## config.mk

```make
export PLATFORM = sky130hd
export DESIGN_NAME = irc_line_field_splitter_core
export DESIGN_NICKNAME = d
export VERILOG_FILES = /design/src/rtl/core/irclfs_pkg.sv /design/src/rtl/core/irc_line_field_splitter_core.sv /design/src/rtl/core/irclfs_front.sv /design/src/rtl/core/irclfs_queue.sv /design/src/rtl/core/irclfs_back.sv
export VERILOG_INCLUDE_DIRS = /design/src /design/src/rtl/core
export SDC_FILE = /design/constraint.sdc
export NUM_CORES = 1
export LEC_CHECK = 0
export BUFFER_PORTS_ARGS = -buffer_cell sky130_fd_sc_hd__buf_2
export CORE_MARGIN = 2
export CORE_UTILIZATION = 55
export DETAILED_ROUTE_END_ITERATION = 12
export GPL_TIMING_DRIVEN = 0
export HOLD_SLACK_MARGIN = 0.08
export PLACE_DENSITY = 0.78
export SETUP_SLACK_MARGIN = 0.2
export SLEW_MARGIN = 20
export SYNTH_ARGS = -nofsm -noshare
export SYNTH_HDL_FRONTEND = slang
export SYNTH_SLANG_ARGS = --single-unit
```

## constraint.sdc

```tcl
create_clock -name i_clk -period 9.6 [get_ports i_clk]
set_input_delay 0.48 -clock i_clk [delete_from_list [all_inputs] [get_ports i_clk]]
set_output_delay 0.48 -clock i_clk [all_outputs]
set_load 0.01 [all_outputs]
```

## src/rtl/core/irc_line_field_splitter_core_assert.svh

```systemverilog
// ----------------------------------------------------------------------------
// irc_line_field_splitter_core_assert.svh
// Assertion macros for the line field splitter, empty when SYNTH is set
// ----------------------------------------------------------------------------
`ifndef IRC_LINE_FIELD_SPLITTER_CORE_ASSERT_SVH
`define IRC_LINE_FIELD_SPLITTER_CORE_ASSERT_SVH

`ifndef SYNTH

// same-cycle implication
`define IRCLFS_ASSERT_IMP(label, ante, cons) \
    label: assert property (@(posedge i_clk) disable iff (!i_rst_n) \
        (ante) |-> (cons)) else $error("irclfs same-cycle check failed");

// next-cycle implication
`define IRCLFS_ASSERT_NXT(label, ante, cons) \
    label: assert property (@(posedge i_clk) disable iff (!i_rst_n) \
        (ante) |=> (cons)) else $error("irclfs next-cycle check failed");

`else

`define IRCLFS_ASSERT_IMP(label, ante, cons)
`define IRCLFS_ASSERT_NXT(label, ante, cons)

`endif

`endif

```

## src/rtl/core/irclfs_pkg.sv

```systemverilog
// ----------------------------------------------------------------------------
// irclfs_pkg
// Types and constants shared by the line field splitter modules
// ----------------------------------------------------------------------------
`timescale 1ns / 1ps

package irclfs_pkg;

    localparam int POS_W  = 9;
    localparam int EPOS_W = 10;
    localparam int PNUM_W = 4;

    localparam logic [POS_W-1:0] LEN_MAX = 9'h1FF;

    // characters
    localparam logic [7:0] CH_COLON = 8'h3A;
    localparam logic [7:0] CH_AT    = 8'h40;
    localparam logic [7:0] CH_BANG  = 8'h21;
    localparam logic [7:0] CH_SPACE = 8'h20;

    // field kinds
    localparam logic [2:0] KIND_NICK  = 3'd0;
    localparam logic [2:0] KIND_USER  = 3'd1;
    localparam logic [2:0] KIND_HOST  = 3'd2;
    localparam logic [2:0] KIND_CMD   = 3'd3;
    localparam logic [2:0] KIND_PARAM = 3'd4;
    localparam logic [2:0] KIND_BODY  = 3'd5;

    localparam int QUEUE_DEPTH = 4;
    localparam int QUEUE_AW    = $clog2(QUEUE_DEPTH);

    typedef enum logic [2:0] {
        MODE_LINE_START  = 3'd0,
        MODE_PREFIX      = 3'd1,
        MODE_CMD         = 3'd2,
        MODE_PARAM_START = 3'd3,
        MODE_PARAM       = 3'd4,
        MODE_BODY        = 3'd5
    } t_mode;

    typedef enum logic {
        JOB_SPAN   = 1'b0,
        JOB_PREFIX = 1'b1
    } t_job_kind;

    typedef struct packed {
        logic [7:0] byte_in;
        logic       line_end;
    } t_in;

    typedef struct packed {
        logic [2:0]        field_kind;
        logic [POS_W-1:0]  field_start;
        logic [POS_W-1:0]  field_length;
        logic [PNUM_W-1:0] param_number;
        logic              overflow_seen;
        logic              last_of_line;
    } t_out;

    // one emission of the parser: a single span or a whole prefix
    typedef struct packed {
        t_job_kind         jtype;
        logic [2:0]        kind;
        logic [EPOS_W-1:0] start;
        logic [EPOS_W-1:0] stop;
        logic              bang_seen;
        logic [POS_W-1:0]  bang_pos;
        logic              at_seen;
        logic [POS_W-1:0]  at_pos;
        logic [PNUM_W-1:0] pnum;
        logic              ovf;
        logic              last;
    } t_job;

endpackage

```

## src/rtl/core/irc_line_field_splitter_core.sv

```systemverilog
// ----------------------------------------------------------------------------
// irc_line_field_splitter_core
// A field passes the job queue, then the output register. Throughput: one
// byte per cycle while the queue has room; the span unit emits one result per
// cycle unless stalled, so a prefix's three spans are absorbed by a 4-entry
// job queue. Reset is synchronous, active low, and returns the parser to line
// start with the queue and output register empty; no clearing pass follows.
// ----------------------------------------------------------------------------
`timescale 1ns / 1ps

`include "irc_line_field_splitter_core_assert.svh"

module irc_line_field_splitter_core #(
    parameter int MAX_LINE   = 512,
    parameter int MAX_PARAMS = 16
) (
    input  logic              i_clk,
    input  logic              i_rst_n,
    input  logic              i_valid,
    output logic              o_ready,
    input  irclfs_pkg::t_in   i_data,
    output logic              o_valid,
    input  logic              i_ready,
    output irclfs_pkg::t_out  o_data
);
    import irclfs_pkg::*;

    localparam int POS_CAP = ((MAX_LINE - 1) < 511) ? (MAX_LINE - 1) : 511;

    logic w_q_not_full;
    logic w_push;
    t_job w_push_job;
    logic w_q_valid;
    t_job w_head_job;
    logic w_pop;

    irclfs_front #(
        .MAX_LINE   (MAX_LINE),
        .MAX_PARAMS (MAX_PARAMS)
    ) u_front (
        .i_clk     (i_clk),
        .i_rst_n   (i_rst_n),
        .i_valid   (i_valid),
        .o_ready   (o_ready),
        .i_data    (i_data),
        .i_q_ready (w_q_not_full),
        .o_push    (w_push),
        .o_job     (w_push_job)
    );

    irclfs_queue u_queue (
        .i_clk      (i_clk),
        .i_rst_n    (i_rst_n),
        .i_push     (w_push),
        .i_job      (w_push_job),
        .o_not_full (w_q_not_full),
        .i_pop      (w_pop),
        .o_valid    (w_q_valid),
        .o_job      (w_head_job)
    );

    irclfs_back #(
        .MAX_LINE (MAX_LINE)
    ) u_back (
        .i_clk     (i_clk),
        .i_rst_n   (i_rst_n),
        .i_q_valid (w_q_valid),
        .i_job     (w_head_job),
        .o_pop     (w_pop),
        .o_valid   (o_valid),
        .i_ready   (i_ready),
        .o_data    (o_data)
    );

    // parameter index only on parameter fields
    `IRCLFS_ASSERT_IMP(a_pnum_only_param, o_valid && (o_data.field_kind != KIND_PARAM), o_data.param_number == '0)
    // a reported span never runs past the end of the line
    `IRCLFS_ASSERT_IMP(a_span_in_line, o_valid, (10'(o_data.field_start) + 10'(o_data.field_length)) <= 10'(POS_CAP + 1))
    // every line end leaves work queued for the span unit
    `IRCLFS_ASSERT_NXT(a_line_end_queued, i_valid && o_ready && i_data.line_end, w_q_valid)

endmodule

```

## src/rtl/core/irclfs_front.sv

```systemverilog
// ----------------------------------------------------------------------------
// irclfs_front
// Byte parser: tracks the line state and turns field boundaries into jobs
// ----------------------------------------------------------------------------
`timescale 1ns / 1ps

module irclfs_front #(
    parameter int MAX_LINE   = 512,
    parameter int MAX_PARAMS = 16
) (
    input  logic              i_clk,
    input  logic              i_rst_n,
    input  logic              i_valid,
    output logic              o_ready,
    input  irclfs_pkg::t_in   i_data,
    input  logic              i_q_ready,
    output logic              o_push,
    output irclfs_pkg::t_job  o_job
);
    import irclfs_pkg::*;

    localparam int POS_CAP   = ((MAX_LINE - 1) < 511) ? (MAX_LINE - 1) : 511;
    localparam int PARAM_CAP = (MAX_PARAMS < 16) ? MAX_PARAMS : 16;
    localparam logic [POS_W-1:0]  POS_CAP_V   = POS_W'(POS_CAP);
    localparam logic [PNUM_W-1:0] PCOUNT_LAST = PNUM_W'(PARAM_CAP - 1);

    t_mode             r_mode, n_mode;
    logic [POS_W-1:0]  r_pos, n_pos;
    logic [EPOS_W-1:0] r_ts, n_ts;
    logic [POS_W-1:0]  r_bang_pos, n_bang_pos;
    logic              r_bang_seen, n_bang_seen;
    logic [POS_W-1:0]  r_at_pos, n_at_pos;
    logic              r_at_seen, n_at_seen;
    logic [PNUM_W-1:0] r_pcount, n_pcount;
    logic              r_ovf, n_ovf;
    logic              r_pfull, n_pfull;

    logic              w_acc;
    logic              w_last;
    logic              w_sp;
    logic [EPOS_W-1:0] w_p;
    logic [EPOS_W-1:0] w_p1;
    logic [EPOS_W-1:0] w_ts;
    t_mode             w_st;
    logic              w_skip;
    logic              w_param;
    logic [EPOS_W-1:0] w_param_s;
    logic [EPOS_W-1:0] w_param_e;

    assign o_ready = i_q_ready;
    assign w_acc   = i_valid && i_q_ready;
    assign w_last  = i_data.line_end;
    assign w_sp    = (i_data.byte_in == CH_SPACE);
    assign w_p     = {1'b0, r_pos};
    assign w_p1    = w_p + EPOS_W'(1);

    always_comb begin
        n_mode      = r_mode;
        n_pos       = r_pos;
        n_ts        = r_ts;
        n_bang_pos  = r_bang_pos;
        n_bang_seen = r_bang_seen;
        n_at_pos    = r_at_pos;
        n_at_seen   = r_at_seen;
        n_pcount    = r_pcount;
        n_ovf       = r_ovf;
        n_pfull     = r_pfull;
        o_push      = 1'b0;
        o_job       = '0;
        w_ts        = r_ts;
        w_st        = r_mode;
        w_skip      = 1'b0;
        w_param     = 1'b0;
        w_param_s   = '0;
        w_param_e   = '0;

        if (w_acc) begin
            if (w_st == MODE_LINE_START) begin
                if (i_data.byte_in == CH_COLON) begin
                    w_skip      = 1'b1;
                    n_mode      = MODE_PREFIX;
                    n_ts        = w_p1;
                    n_bang_seen = 1'b0;
                    n_at_seen   = 1'b0;
                    if (w_last) begin
                        o_push      = 1'b1;
                        o_job.jtype = JOB_SPAN;
                        o_job.kind  = KIND_NICK;
                        o_job.start = w_p1;
                        o_job.stop  = w_p1;
                    end
                end else begin
                    w_st   = MODE_CMD;
                    w_ts   = w_p;
                    n_mode = MODE_CMD;
                    n_ts   = w_p;
                end
            end

            if (!w_skip) begin
                case (w_st)
                    MODE_PREFIX: begin
                        if (!w_sp) begin
                            if (i_data.byte_in == CH_AT && !r_at_seen) begin
                                n_at_seen = 1'b1;
                                n_at_pos  = r_pos;
                            end else if (i_data.byte_in == CH_BANG && !r_bang_seen
                                         && !r_at_seen) begin
                                n_bang_seen = 1'b1;
                                n_bang_pos  = r_pos;
                            end
                        end
                        if (w_sp || w_last) begin
                            o_push          = 1'b1;
                            o_job.jtype     = JOB_PREFIX;
                            o_job.kind      = KIND_NICK;
                            o_job.start     = w_ts;
                            o_job.stop      = w_sp ? w_p : w_p1;
                            o_job.bang_seen = n_bang_seen;
                            o_job.bang_pos  = n_bang_pos;
                            o_job.at_seen   = n_at_seen;
                            o_job.at_pos    = n_at_pos;
                        end
                        if (w_sp) begin
                            n_mode = MODE_CMD;
                            n_ts   = w_p1;
                        end
                    end
                    MODE_CMD: begin
                        if (w_sp || w_last) begin
                            o_push      = 1'b1;
                            o_job.jtype = JOB_SPAN;
                            o_job.kind  = KIND_CMD;
                            o_job.start = w_ts;
                            o_job.stop  = w_sp ? w_p : w_p1;
                        end
                        if (w_sp) begin
                            n_mode = MODE_PARAM_START;
                            n_ts   = w_p1;
                        end
                    end
                    MODE_PARAM_START: begin
                        if (i_data.byte_in == CH_COLON) begin
                            n_mode = MODE_BODY;
                            n_ts   = w_p1;
                            if (w_last) begin
                                o_push      = 1'b1;
                                o_job.jtype = JOB_SPAN;
                                o_job.kind  = KIND_BODY;
                                o_job.start = w_p1;
                                o_job.stop  = w_p1;
                            end
                        end else if (w_sp) begin
                            // double space: empty parameter
                            w_param   = 1'b1;
                            w_param_s = w_p;
                            w_param_e = w_p;
                            n_ts      = w_p1;
                        end else begin
                            n_mode = MODE_PARAM;
                            n_ts   = w_p;
                            if (w_last) begin
                                w_param   = 1'b1;
                                w_param_s = w_p;
                                w_param_e = w_p1;
                            end
                        end
                    end
                    MODE_PARAM: begin
                        if (w_sp || w_last) begin
                            w_param   = 1'b1;
                            w_param_s = w_ts;
                            w_param_e = w_sp ? w_p : w_p1;
                        end
                        if (w_sp) begin
                            n_mode = MODE_PARAM_START;
                            n_ts   = w_p1;
                        end
                    end
                    default: begin
                        // body runs to the end of the line
                        if (w_last) begin
                            o_push      = 1'b1;
                            o_job.jtype = JOB_SPAN;
                            o_job.kind  = KIND_BODY;
                            o_job.start = w_ts;
                            o_job.stop  = w_p1;
                        end
                    end
                endcase
            end

            if (w_param) begin
                o_push      = 1'b1;
                o_job.jtype = JOB_SPAN;
                o_job.kind  = KIND_PARAM;
                o_job.start = w_param_s;
                o_job.stop  = w_param_e;
                o_job.pnum  = r_pcount;
                if (r_pfull) begin
                    n_ovf = 1'b1;
                end
                if (r_pcount >= PCOUNT_LAST) begin
                    n_pfull = 1'b1;
                end else begin
                    n_pcount = r_pcount + PNUM_W'(1);
                end
            end
            o_job.ovf  = r_ovf || (w_param && r_pfull);
            o_job.last = w_last;

            if (w_last) begin
                n_mode      = MODE_LINE_START;
                n_pos       = '0;
                n_ts        = '0;
                n_bang_pos  = '0;
                n_bang_seen = 1'b0;
                n_at_pos    = '0;
                n_at_seen   = 1'b0;
                n_pcount    = '0;
                n_ovf       = 1'b0;
                n_pfull     = 1'b0;
            end else if (r_pos >= POS_CAP_V) begin
                // long line: position sticks at the cap
                n_pos = POS_CAP_V;
                n_ovf = 1'b1;
            end else begin
                n_pos = r_pos + POS_W'(1);
            end
        end
    end

    always_ff @(posedge i_clk) begin
        if (!i_rst_n) begin
            r_mode      <= MODE_LINE_START;
            r_pos       <= '0;
            r_ts        <= '0;
            r_bang_pos  <= '0;
            r_bang_seen <= 1'b0;
            r_at_pos    <= '0;
            r_at_seen   <= 1'b0;
            r_pcount    <= '0;
            r_ovf       <= 1'b0;
            r_pfull     <= 1'b0;
        end else begin
            r_mode      <= n_mode;
            r_pos       <= n_pos;
            r_ts        <= n_ts;
            r_bang_pos  <= n_bang_pos;
            r_bang_seen <= n_bang_seen;
            r_at_pos    <= n_at_pos;
            r_at_seen   <= n_at_seen;
            r_pcount    <= n_pcount;
            r_ovf       <= n_ovf;
            r_pfull     <= n_pfull;
        end
    end

endmodule

```

## src/rtl/core/irclfs_queue.sv

```systemverilog
// ----------------------------------------------------------------------------
// irclfs_queue
// Short job queue between the parser and the span generator
// ----------------------------------------------------------------------------
`timescale 1ns / 1ps

module irclfs_queue (
    input  logic              i_clk,
    input  logic              i_rst_n,
    input  logic              i_push,
    input  irclfs_pkg::t_job  i_job,
    output logic              o_not_full,
    input  logic              i_pop,
    output logic              o_valid,
    output irclfs_pkg::t_job  o_job
);
    import irclfs_pkg::*;

    t_job                r_mem [QUEUE_DEPTH];
    logic [QUEUE_AW-1:0] r_wr_ptr, n_wr_ptr;
    logic [QUEUE_AW-1:0] r_rd_ptr, n_rd_ptr;
    logic [QUEUE_AW:0]   r_count, n_count;

    assign o_not_full = (r_count != (QUEUE_AW+1)'(QUEUE_DEPTH));
    assign o_valid    = (r_count != '0);
    assign o_job      = r_mem[r_rd_ptr];

    always_comb begin
        n_wr_ptr = r_wr_ptr;
        n_rd_ptr = r_rd_ptr;
        n_count  = r_count;
        if (i_push) begin
            n_wr_ptr = r_wr_ptr + QUEUE_AW'(1);
        end
        if (i_pop) begin
            n_rd_ptr = r_rd_ptr + QUEUE_AW'(1);
        end
        if (i_push && !i_pop) begin
            n_count = r_count + (QUEUE_AW+1)'(1);
        end else if (!i_push && i_pop) begin
            n_count = r_count - (QUEUE_AW+1)'(1);
        end
    end

    always_ff @(posedge i_clk) begin
        if (!i_rst_n) begin
            r_wr_ptr <= '0;
            r_rd_ptr <= '0;
            r_count  <= '0;
        end else begin
            r_wr_ptr <= n_wr_ptr;
            r_rd_ptr <= n_rd_ptr;
            r_count  <= n_count;
        end
    end

    always_ff @(posedge i_clk) begin
        if (i_push) begin
            r_mem[r_wr_ptr] <= i_job;
        end
    end

endmodule

```

## src/rtl/core/irclfs_back.sv

```systemverilog
// ----------------------------------------------------------------------------
// irclfs_back
// Span generator: expands each job into field results, one per unstalled cycle
// ----------------------------------------------------------------------------
`timescale 1ns / 1ps

module irclfs_back #(
    parameter int MAX_LINE = 512
) (
    input  logic              i_clk,
    input  logic              i_rst_n,
    input  logic              i_q_valid,
    input  irclfs_pkg::t_job  i_job,
    output logic              o_pop,
    output logic              o_valid,
    input  logic              i_ready,
    output irclfs_pkg::t_out  o_data
);
    import irclfs_pkg::*;

    localparam int POS_CAP = ((MAX_LINE - 1) < 511) ? (MAX_LINE - 1) : 511;
    localparam logic [EPOS_W-1:0] POS_CAP_E = EPOS_W'(POS_CAP);

    logic              r_valid;
    t_out              r_data, n_data;
    logic [1:0]        r_idx, n_idx;
    logic              r_sticky, n_sticky;

    logic              w_load;
    logic              w_last_span;
    logic [1:0]        w_host_idx;
    logic [2:0]        w_kind;
    logic [EPOS_W-1:0] w_s;
    logic [EPOS_W-1:0] w_e;
    logic [EPOS_W-1:0] w_len;
    logic              w_clip;

    assign w_load     = i_q_valid && (!r_valid || i_ready);
    assign o_pop      = w_load && w_last_span;
    assign o_valid    = r_valid;
    assign o_data     = r_data;
    assign w_host_idx = i_job.bang_seen ? 2'd2 : 2'd1;

    always_comb begin
        w_last_span = (r_idx == 2'd0);
        w_kind      = i_job.kind;
        w_s         = i_job.start;
        w_e         = i_job.stop;
        if (i_job.jtype == JOB_PREFIX) begin
            if (i_job.at_seen) begin
                w_last_span = (r_idx == w_host_idx);
            end
            if (i_job.at_seen && i_job.bang_seen && r_idx == 2'd1) begin
                w_kind = KIND_USER;
                w_s    = {1'b0, i_job.bang_pos} + EPOS_W'(1);
                w_e    = {1'b0, i_job.at_pos};
            end else if (i_job.at_seen && r_idx == w_host_idx) begin
                w_kind = KIND_HOST;
                w_s    = {1'b0, i_job.at_pos} + EPOS_W'(1);
                w_e    = i_job.stop;
            end else begin
                w_kind = KIND_NICK;
                w_s    = i_job.start;
                if (i_job.at_seen) begin
                    w_e = i_job.bang_seen ? {1'b0, i_job.bang_pos} : {1'b0, i_job.at_pos};
                end
            end
        end
    end

    always_comb begin
        w_len  = (w_e > w_s) ? (w_e - w_s) : '0;
        w_clip = (w_len > {1'b0, LEN_MAX});

        n_data.field_kind    = w_kind;
        n_data.field_start   = (w_s > POS_CAP_E) ? POS_CAP_E[POS_W-1:0] : w_s[POS_W-1:0];
        n_data.field_length  = w_clip ? LEN_MAX : w_len[POS_W-1:0];
        n_data.param_number  = i_job.pnum;
        n_data.overflow_seen = i_job.ovf || r_sticky || w_clip;
        n_data.last_of_line  = i_job.last && w_last_span;

        n_idx    = r_idx;
        n_sticky = r_sticky;
        if (w_load) begin
            n_idx = w_last_span ? 2'd0 : (r_idx + 2'd1);
            // clipped lengths stay flagged until the line is done
            if (i_job.last && w_last_span) begin
                n_sticky = 1'b0;
            end else begin
                n_sticky = r_sticky || w_clip;
            end
        end
    end

    always_ff @(posedge i_clk) begin
        if (!i_rst_n) begin
            r_valid  <= 1'b0;
            r_idx    <= '0;
            r_sticky <= 1'b0;
        end else begin
            r_idx    <= n_idx;
            r_sticky <= n_sticky;
            if (w_load) begin
                r_valid <= 1'b1;
            end else if (i_ready) begin
                r_valid <= 1'b0;
            end
        end
    end

    always_ff @(posedge i_clk) begin
        if (w_load) begin
            r_data <= n_data;
        end
    end

endmodule
```

# ---- Yosys cells after proc, flatten, opt, wreduce, memory -nomap -nowiden
# Memories as Yosys holds them, arrays and structs flattened. A register that Yosys moved wholly into a read port is not among the register bits.
# Cells that the tools add are included.
dict set report totals {
  rom_bits 0
  input_bits 13
  reg_bits 86
  ram_bits 200
  out_inout_bits 29
  word_cells 226
  latchBits 0
  n_memories 1
}
# name depth word_bits read_ports rd_ports_with_merged_regs wr line_no
set mem_list {}
lappend mem_list {u_queue.r_mem 4 50 1 1 1 irclfs_queue.sv:19} ;# t_job r_mem [QUEUE_DEPTH];
dict set report op_classes {
  multipliers 0
  addsub 11
  shift 0
  n_bitwise 0
  muxes 133
  n_reduce_logical 41
  n_eq_ne 13
  div_mod_pow 0
  order_cmp 5
}
# operator count
set ops {}
lappend ops {{2-to-1 mux 10 bit} 27}
lappend ops {{2-to-1 mux 24 bit} 7}
lappend ops {{2-to-1 mux 9 bit} 15}
lappend ops {{one-hot mux 24 bit (4 select lines)} 1}
lappend ops {{2-to-1 mux 44 bit} 2}
lappend ops {{one-hot mux 10 bit (2 select lines)} 3}
lappend ops {{2-to-1 mux 50 bit} 1}
lappend ops {{2-to-1 mux 1 bit} 48}
lappend ops {{2-to-1 mux 3 bit} 14}
lappend ops {{2-to-1 mux 20 bit} 2}
lappend ops {{adder 9 x 1 -> 10 bit (second input constant)} 3}
lappend ops {{== test 8 x 6 -> 1 bit (second input constant)} 3}
lappend ops {{> comparator 10 x 9 -> 1 bit (second input constant)} 2}
lappend ops {{2-to-1 mux 4 bit} 4}
lappend ops {{logical AND 1 bit} 13}
lappend ops {{2-to-1 mux 2 bit} 6}
lappend ops {{AND reduction 3 bit} 4}
lappend ops {{> comparator 10 bit} 1}
lappend ops {{nonzero test 2 bit} 5}
lappend ops {{subtractor 10 bit} 1}
lappend ops {{adder 9 x 1 -> 9 bit (second input constant)} 1}
lappend ops {{greater-or-equal comparator 9 bit (second input constant)} 1}
lappend ops {{one-hot mux 3 bit (3 select lines)} 1}
lappend ops {{nonzero test 3 bit} 3}
lappend ops {{21 further kinds} 35}

# ---- Longest topological paths before layout
# Gate-level depths: netlist of the first run.
dict set report depth {
  depth_word 14
  ltp_mapped 20
  mapped_depth_nobuf 18
}

# ---- Cells and area by module
# A second synthesis of the first run with hierarchy kept.
dict set report unflattened {
  cells_unflattened 1204
  hier_area_um2 14458.9
}
# mod area_each_um2 n_inst cells_per_inst seq_area_each_um2
set modules_own_cells {}
lappend modules_own_cells {irclfs_queue 7718.7 1 306 6185.9}
lappend modules_own_cells {irclfs_front 4286.6 1 620 960.9}
lappend modules_own_cells {irclfs_back 2453.6 1 278 890.9}

# ---- Worst setup path before layout of the first run
# OpenSTA, ideal clock, no wires.
dict set report synth_timing {
  kind {reg2reg}
  start {register (tool-made name)}
  end {register u_back.r_data (netlist bit u_back.o_data[1]) (data pin)}
  arrival_time_ns 4.600
  setup_ns 0.256
  required_ns 9.344
  period_less_slack_ns 4.857
  stages_incl_launch_ff 21
  slack_ns 4.743
  path_buffers 6
  path_cell_list {dfxtp_1 -> buf_6 -> buf_4 -> buf_2 -> buf_2 -> buf_1 -> mux4_2 -> inv_1 -> o22a_1 -> ha_1 -> inv_1 -> fa_1 -> a21o_1 -> a21o_1 -> nand2_1 -> or3_1 -> mux2i_2 -> a2111oi_4 -> a211o_1 -> buf_6 -> o21ai_2}
}
# element line_no
set synth_rtl {}
lappend synth_rtl {{end signal: assignment} irclfs_back.sv:113} ;# r_data <= n_data;
lappend synth_rtl {{end: declaration} irclfs_back.sv:25} ;# t_out r_data, n_data;

==> qor.csv, run 1 <==
stage,metric,value,unit
routing,per-cell via count in the routed design,6.45,
clock_network,hold buffers post-CTS,0,
timing,Max-slew headroom,38.8,%
routing,final wirelength,38.0,mm
die,overall die height,165,µm
cells_and_area,multi-input combinational cell area,5760,µm²
cells_and_area,nets@finish,1278,
clock_network,Inserted Clock Buffers,29,
routing,number of iterations in the first detailed-routing pass,7,
timing,final critical-path setup slack,3800,ps
clock_network,clock sink total,288,
logic_synthesis,share of the yosys chip area belonging to registers,56.6,%
setup_path,critical-path maximum fanout,10,
setup_path,kind of end point of the critical path,flip-flop,
routing,drc violations,0,
clock_network,CTS Root Buffer Type,sky130_fd_sc_hd__clkbuf_16,
logic_synthesis,Unique masters post-synth,79,
cells_and_area,Reg area,8040,µm²
cells_and_area,final cell count without fillers,1592,
die,initial standard-cell utilization of the core,56.3,%
cells_and_area,layout cells sized above 1,15.5,%
timing,actual transition at the worst max-transition pin,909,ps
timing,final hold viol count,0,
logic_synthesis,nets in the synthesized netlist,1202,
routing,Routed WL per cell,23.9,µm
setup_path,worst setup path class,flip-flop to flip-flop,
timing,period utilisation layout,60.4,%
die,width of the chip,165,µm
power,Static Leak,5.22,nW
place,total half-perimeter wirelength after legalization and detailed placement,25.8,mm
global_route,global router's overall resource usage,28.9,%
timing,"Slew Viols, Final",0,
routing,routed via count,10276,
timing,total negative slack for setup checks,0,ps
routing,initial drt markers,1256,
global_route,antenna violations before repair,0,
place,Setup Slack @ Placement,3860,ps
logic_synthesis,area of the mapped netlist,14200,µm²
logic_synthesis,Synth top area share,48.0,%
logic_synthesis,commonest cells in the synthesized netlist,"sky130_fd_sc_hd__edfxtp_1 (227), sky130_fd_sc_hd__nor2_1 (105), sky130_fd_sc_hd__nand2_1 (82)",
outcome,outcome,"finished, final reports clean",
logic_synthesis,Post-Syn Instances,1165,
die,core region area,25300,µm²
setup_path,WP data arrival,6090,ps
logic_synthesis,largest cells by area after synthesis,"sky130_fd_sc_hd__edfxtp_1 (48%), sky130_fd_sc_hd__dfxtp_1 (8.6%), sky130_fd_sc_hd__mux4_2 (7.8%)",
place,port bufs,41,
power,Peak VDD IR,260,µV
place,RD Place Congestion,0.999,
timing,final critical-path required period,5800,ps
clock_network,TritonCTS clock tree,done,
clock_network,clock slew seen by the registers of the worst setup and hold paths,60,ps
timing,setup clock skew after layout,9.44,ps
job,number of violations of the max-capacitance limit,0,
global_route,via count of the first global-routing pass,10096,
cells_and_area,area delta synth->final,11.7,%
logic_synthesis,Post-synth EDFFs,227,
power,total power divided by cell area,257,nW/µm²
setup_path,category of the worst setup path launch point,flip-flop,
timing,setup repair after global routing missed its margin,false,
die,full die area,27100,µm²
hold_path,Hold/Removal Path Class,input pin to flip-flop,
logic_synthesis,cell taking the most area after synthesis,sky130_fd_sc_hd__edfxtp_1,
routing,post-detailed-route count of antenna-violating nets,0,
timing,Final Setup Violations,0,
place,area post-placement,15000,µm²
clock_network,post-cts repair resize count,0,
logic_synthesis,count of warnings emitted by yosys,0,
die,I/O pin total,42,
cells_and_area,fin area,15900,µm²
logic_synthesis,"count leader, synth",sky130_fd_sc_hd__edfxtp_1,
cells_and_area,number of fillers in the final layout,1967,
clock_network,H-tree Lvls,1,
die,number of placement rows,58,
clock_network,insertion delay to the later sink of the worst-skew pair,550,ps
place,Post-Place Cells,1540,
global_route,first-pass GRT wire length,59.3,mm
setup_path,required time worst endpoint,9900,ps
logic_synthesis,dominant register cell in the synthesized netlist,sky130_fd_sc_hd__edfxtp_1,
logic_synthesis,fraction of registers with async set or reset after synthesis,0,%
global_route,pin count of the biggest net entering global routing,50,
clock_network,number of buffers between clock root and the deepest sink,3,
logic_synthesis,mean cell area of the mapped netlist,12.2,µm²
clock_network,post-CTS setup buffer count,0,
cells_and_area,number of antenna diodes,0,
timing,highest attainable clock frequency,0.173,GHz
global_route,GRT overflow,0,
logic_synthesis,register bit count reported by yosys,288,
stage by stage:
stage | hold slack (ps) | utilization (%) | total power, W
finish | 237 | 62.9 | 0.00409
global route | 263 | 62.9 | 0.00429
CTS | 218 | 62.9 | 0.00409
detailed placement | 441 | 59.2 | 0.00299
global placement | 439 | 58.7 | 0.00292
floorplan | 426 | - | 0.00259
flip-flops by register name (all words and copies together) (netlist names), named ones only:
signal and flops:
u_queue.r_count 3, u_front.r_bang_pos 9, u_queue.r_mem 200, u_front.r_pfull 1, u_back.o_valid 1, u_queue.r_rd_ptr 2, u_front.r_at_seen 1, u_queue.r_wr_ptr 2
u_front.r_pcount 4, u_back.o_data 27, u_front.r_bang_seen 1, u_front.r_ovf 1, u_front.r_pos 9, u_front.r_mode 3, u_front.r_at_pos 9, u_back.r_sticky 1
u_front.r_ts 10, u_back.r_idx 2
logic make-up after synthesis:
family / after synthesis / synth area share (%)
xor gates and xnor gates: 33 / 2.03
DFF: 288 / 56.6
adders and majority gates: 24 / 2.22
and+or+nand+nor: 356 / 12.2
buffers and inverters: 102 / 3.04
muxes: 82 / 10.3
AOI/OAI and AO/OA: 280 / 13.7
critical path, cell delays in order, from the launching register on:
cell,delay (ps)
sky130_fd_sc_hd__dfxtp_1,310
sky130_fd_sc_hd__buf_2,210
sky130_fd_sc_hd__buf_2,300
sky130_fd_sc_hd__buf_1,560
sky130_fd_sc_hd__clkbuf_1,570
sky130_fd_sc_hd__clkbuf_1,540
sky130_fd_sc_hd__mux4_2,400
sky130_fd_sc_hd__inv_1,130
sky130_fd_sc_hd__o22a_1,160
sky130_fd_sc_hd__ha_1,160
sky130_fd_sc_hd__inv_1,60
sky130_fd_sc_hd__fa_1,420
sky130_fd_sc_hd__a21o_1,190
sky130_fd_sc_hd__a21o_1,230
sky130_fd_sc_hd__nand2_1,80
sky130_fd_sc_hd__or3_1,100
sky130_fd_sc_hd__mux2i_2,80
sky130_fd_sc_hd__a2111oi_4,490
sky130_fd_sc_hd__a211o_1,260
sky130_fd_sc_hd__buf_6,190
sky130_fd_sc_hd__o21ai_2,70
path summary, 6_finish.rpt:
check / from / endpoint / slack [ps] / cells after the start
worst max-delay path: flip-flop / u_back.o_data[1]$_DFFE_PP_ / 3800 / 20
worst min-delay path: i_ready / u_back.o_valid$_SDFFE_PN0P_ / 240 / 4
worst max register to register: flip-flop / u_back.o_data[1]$_DFFE_PP_ / 3800 / 20
worst min register to register: u_back.r_sticky$_SDFFE_PN0P_ / u_back.r_sticky$_SDFFE_PN0P_ / 450 / 2
per-layer routing:
metal,GRT usage (%),share of wire (%),vias up
li1,-,-,4598
met1,40.4,40,4996
met2,46.2,47,580
met3,4.65,8.7,102
met4,10.6,4.0,0
met5,0,0,-
power breakdown:
part	internal (W)	switching, W	leakage, nW
sequential	0.00150	0.0000383	2.61
clock	0.000635	0.000474	0.443
combinational	0.000564	0.000877	2.17
total	0.00270	0.00139	5.22
placed cells by master, fill, tap and decap left out, drive strengths merged, types with 5 or more instances in the layout:
cell    synthesis  layout
edfxtp        227     227
nor2          105     105
clkbuf         63      96
nand2          82      82
a21oi          76      76
buf            17      62
dfxtp          61      61
mux4           50      50
o21ai          50      50
nor2b          42      42
a22oi          38      38
nand3          35      35
mux2i          25      25
and3           24      24
inv            22      24
ha             22      22
xnor2          21      21
o22ai          19      19
nor3           15      15
and2           15      15
a221oi         13      13
xor2           12      12
a21boi         11      11
a31oi          11      11
nand4          10      10
clkinv          0      10
o31ai           9       9
a211oi          9       9
nand2b          7       7
mux2            7       7
or3             5       5
o221a           5       5
or2             5       5
area by class of cell:
class                      count  share of cell area, %
inverter                      22                  0.520
clock inverter                19                   1.15
tap                          330                   2.60
sequential                   288                   50.6
multi-input combinational    775                   36.3
clock buffer                  33                   4.66
buffer                        80                   2.20
timing repair buffer          45                   1.99
Note: power is estimated with default switching activity, not from simulation.
==> run 2, diff against run 1 <==
==> constraint.sdc (replaced) <==
create_clock -name i_clk -period 5.5 [get_ports i_clk]
set_input_delay 0.275 -clock i_clk [delete_from_list [all_inputs] [get_ports i_clk]]
set_output_delay 0.275 -clock i_clk [all_outputs]
set_load 0.01 [all_outputs]
==> qor.csv, run 2 (synthesis gave the netlist of run 1 again) <==
stage,metric,value,unit
power,cell-internal power,0.00472,W
routing,routed via count,10334,
global_route,pin count of the biggest net entering global routing,50,
global_route,first-pass GRT wire length,59.3,mm
clock_network,Inserted Clock Buffers,29,
timing,highest attainable clock frequency,0.199,GHz
power,portion of total power attributed to combinational logic,35.3,%
cells_and_area,area delta synth->final,11.9,%
timing,minimum hold slack,245,ps
outcome,outcome,"finished, final reports clean",
job,number of violations of the max-capacitance limit,0,
cells_and_area,number of fillers in the final layout,1962,
global_route,global router's overall resource usage,28.9,%
setup_path,R2R cell count,19,
clock_network,CTS Root Buffer Type,sky130_fd_sc_hd__clkbuf_16,
timing,setup repair after global routing missed its margin,false,
cells_and_area,most used cells in the layout excluding fill and tap cells,"sky130_fd_sc_hd__edfxtp_1 (227), sky130_fd_sc_hd__nor2_1 (105), sky130_fd_sc_hd__nand2_1 (82)",
die,overall die height,165,µm
timing,final hold viol count,0,
hold_path,hold wc startpoint,i_rst_n,
routing,final wirelength,38.0,mm
timing,"Slew Viols, Final",0,
global_route,antenna violations before repair,0,
timing,total negative slack for setup checks,0,ps
power,Static Leak,5.24,nW
timing,period utilisation layout,91.3,%
cells_and_area,layout cells sized above 1,15.8,%
global_route,GRT overflow,0,
die,I/O pin total,42,
place,total half-perimeter wirelength after legalization and detailed placement,25.8,mm
setup_path,worst setup path class,flip-flop to flip-flop,
global_route,via count of the first global-routing pass,10113,
cells_and_area,fin area,15900,µm²
die,width of the chip,165,µm
routing,drc violations,0,
die,number of placement rows,58,
die,full die area,27100,µm²
power,Sequential Power Share,37.6,%
clock_network,clock sink total,288,
power,total chip power,0.00714,W
cells_and_area,"commonest non-fill, non-tap cell in the layout",sky130_fd_sc_hd__edfxtp_1,
routing,number of iterations in the first detailed-routing pass,8,
die,core region area,25300,µm²
hold_path,number of cells on the worst hold path,4,
clock_network,TritonCTS clock tree,done,
cells_and_area,nets@finish,1278,
clock_network,number of buffers between clock root and the deepest sink,3,
timing,setup clock skew after layout,12.7,ps
power,switching part of the total power,33.9,%
power,total power divided by cell area,449,nW/µm²
power,clock network fraction of design power,27.1,%
power,Peak VDD IR,457,µV
timing,Max-slew headroom,36.7,%
clock_network,clock slew seen by the registers of the worst setup and hold paths,60,ps
setup_path,WP data arrival,5320,ps
routing,Routed WL per cell,23.8,µm
setup_path,required time worst endpoint,5800,ps
timing,actual transition at the worst max-transition pin,941,ps
power,power spent charging and discharging nets,0.00242,W
routing,post-detailed-route count of antenna-violating nets,0,
setup_path,kind of end point of the critical path,flip-flop,
cells_and_area,register name with the most flops,u_queue.r_mem,
routing,initial drt markers,1199,
timing,final critical-path required period,5020,ps
die,initial standard-cell utilization of the core,56.3,%
clock_network,insertion delay to the later sink of the worst-skew pair,550,ps
place,port bufs,41,
place,RD Place Congestion,0.999,
timing,Final Setup Violations,0,
routing,per-cell via count in the routed design,6.49,
setup_path,critical-path maximum fanout,19,
setup_path,category of the worst setup path launch point,flip-flop,
place,area post-placement,15000,µm²
hold_path,Hold/Removal Path Class,input pin to flip-flop,
cells_and_area,number of flip-flops under the largest register name,200,
clock_network,H-tree Lvls,1,
-- run 2: layout make-up --
class | count | area (µm²) | share of cell area, %
Timing Repair Buffer | 46 | 325 | 2.05
Buffer | 79 | 362 | 2.27
Antenna cell | 1 | 2.50 | 0.0157
Sequential cell | 288 | 8040 | 50.5
Clock inverter | 19 | 183 | 1.15
Clock buffer | 33 | 741 | 4.66
Inverter | 22 | 82.6 | 0.519
Multi-Input combinational cell | 775 | 5760 | 36.2
Tap cell | 330 | 413 | 2.60
-- run 2: power by group through the flow --
stage                     logic (W)  clock network (W)  registers [W]
after CTS                   0.00251            0.00195        0.00269
after global placement      0.00238                  0        0.00272
after detailed placement    0.00249                  0        0.00273
after floorplan             0.00175                  0        0.00277
final                       0.00252            0.00193        0.00268
after global routing        0.00276            0.00203        0.00270
-- run 2: metrics by stage --
stage	cells	worst slack [ps]	utilization (%)
finish	1593	480	63.0
global route	1592	201	63.0
CTS	1592	220	62.9
detailed placement	1540	-245	59.2
global placement	1536	-198	58.7
floorplan	1165	643	-
-- run 2: final timing paths --
check	endpoint	slack [ps]
worst max-delay path	u_back.o_data[1]$_DFFE_PP_	480
worst min-delay path	u_back.r_sticky$_SDFFE_PN0P_	250
worst max register to register	u_back.o_data[1]$_DFFE_PP_	480
worst min register to register	u_back.r_sticky$_SDFFE_PN0P_	450
-- run 2: timing repair --
action                     in CTS  in global routing
gates resized for setup         8                 10
hold buffers                    1                  0
setup endpoints to repair      11                 11
buffers inserted                0                  0
hold endpoints to repair        1                  0
-- run 2: layer usage --
layer	vias up	global-route usage, %	share of wire [%]
met5	-	0	0
met4	0	10.9	4.1
met3	107	4.62	9.1
met2	617	46.1	47
met1	5008	40.3	40
li1	4602	-	-
-- run 2: critical path: stages (launching register included) --
cell,delay [ps]
sky130_fd_sc_hd__dfxtp_1,310
sky130_fd_sc_hd__buf_2,210
sky130_fd_sc_hd__buf_2,480
sky130_fd_sc_hd__clkbuf_2,400
sky130_fd_sc_hd__clkbuf_2,340
sky130_fd_sc_hd__mux4_2,350
sky130_fd_sc_hd__inv_1,130
sky130_fd_sc_hd__o22a_1,170
sky130_fd_sc_hd__ha_1,170
sky130_fd_sc_hd__inv_1,60
sky130_fd_sc_hd__fa_1,420
sky130_fd_sc_hd__a21o_1,200
sky130_fd_sc_hd__a21o_1,230
sky130_fd_sc_hd__nand2_1,80
sky130_fd_sc_hd__or3_1,100
sky130_fd_sc_hd__mux2i_2,80
sky130_fd_sc_hd__a2111oi_4,490
sky130_fd_sc_hd__a211o_1,260
sky130_fd_sc_hd__buf_6,190
sky130_fd_sc_hd__o21ai_2,70
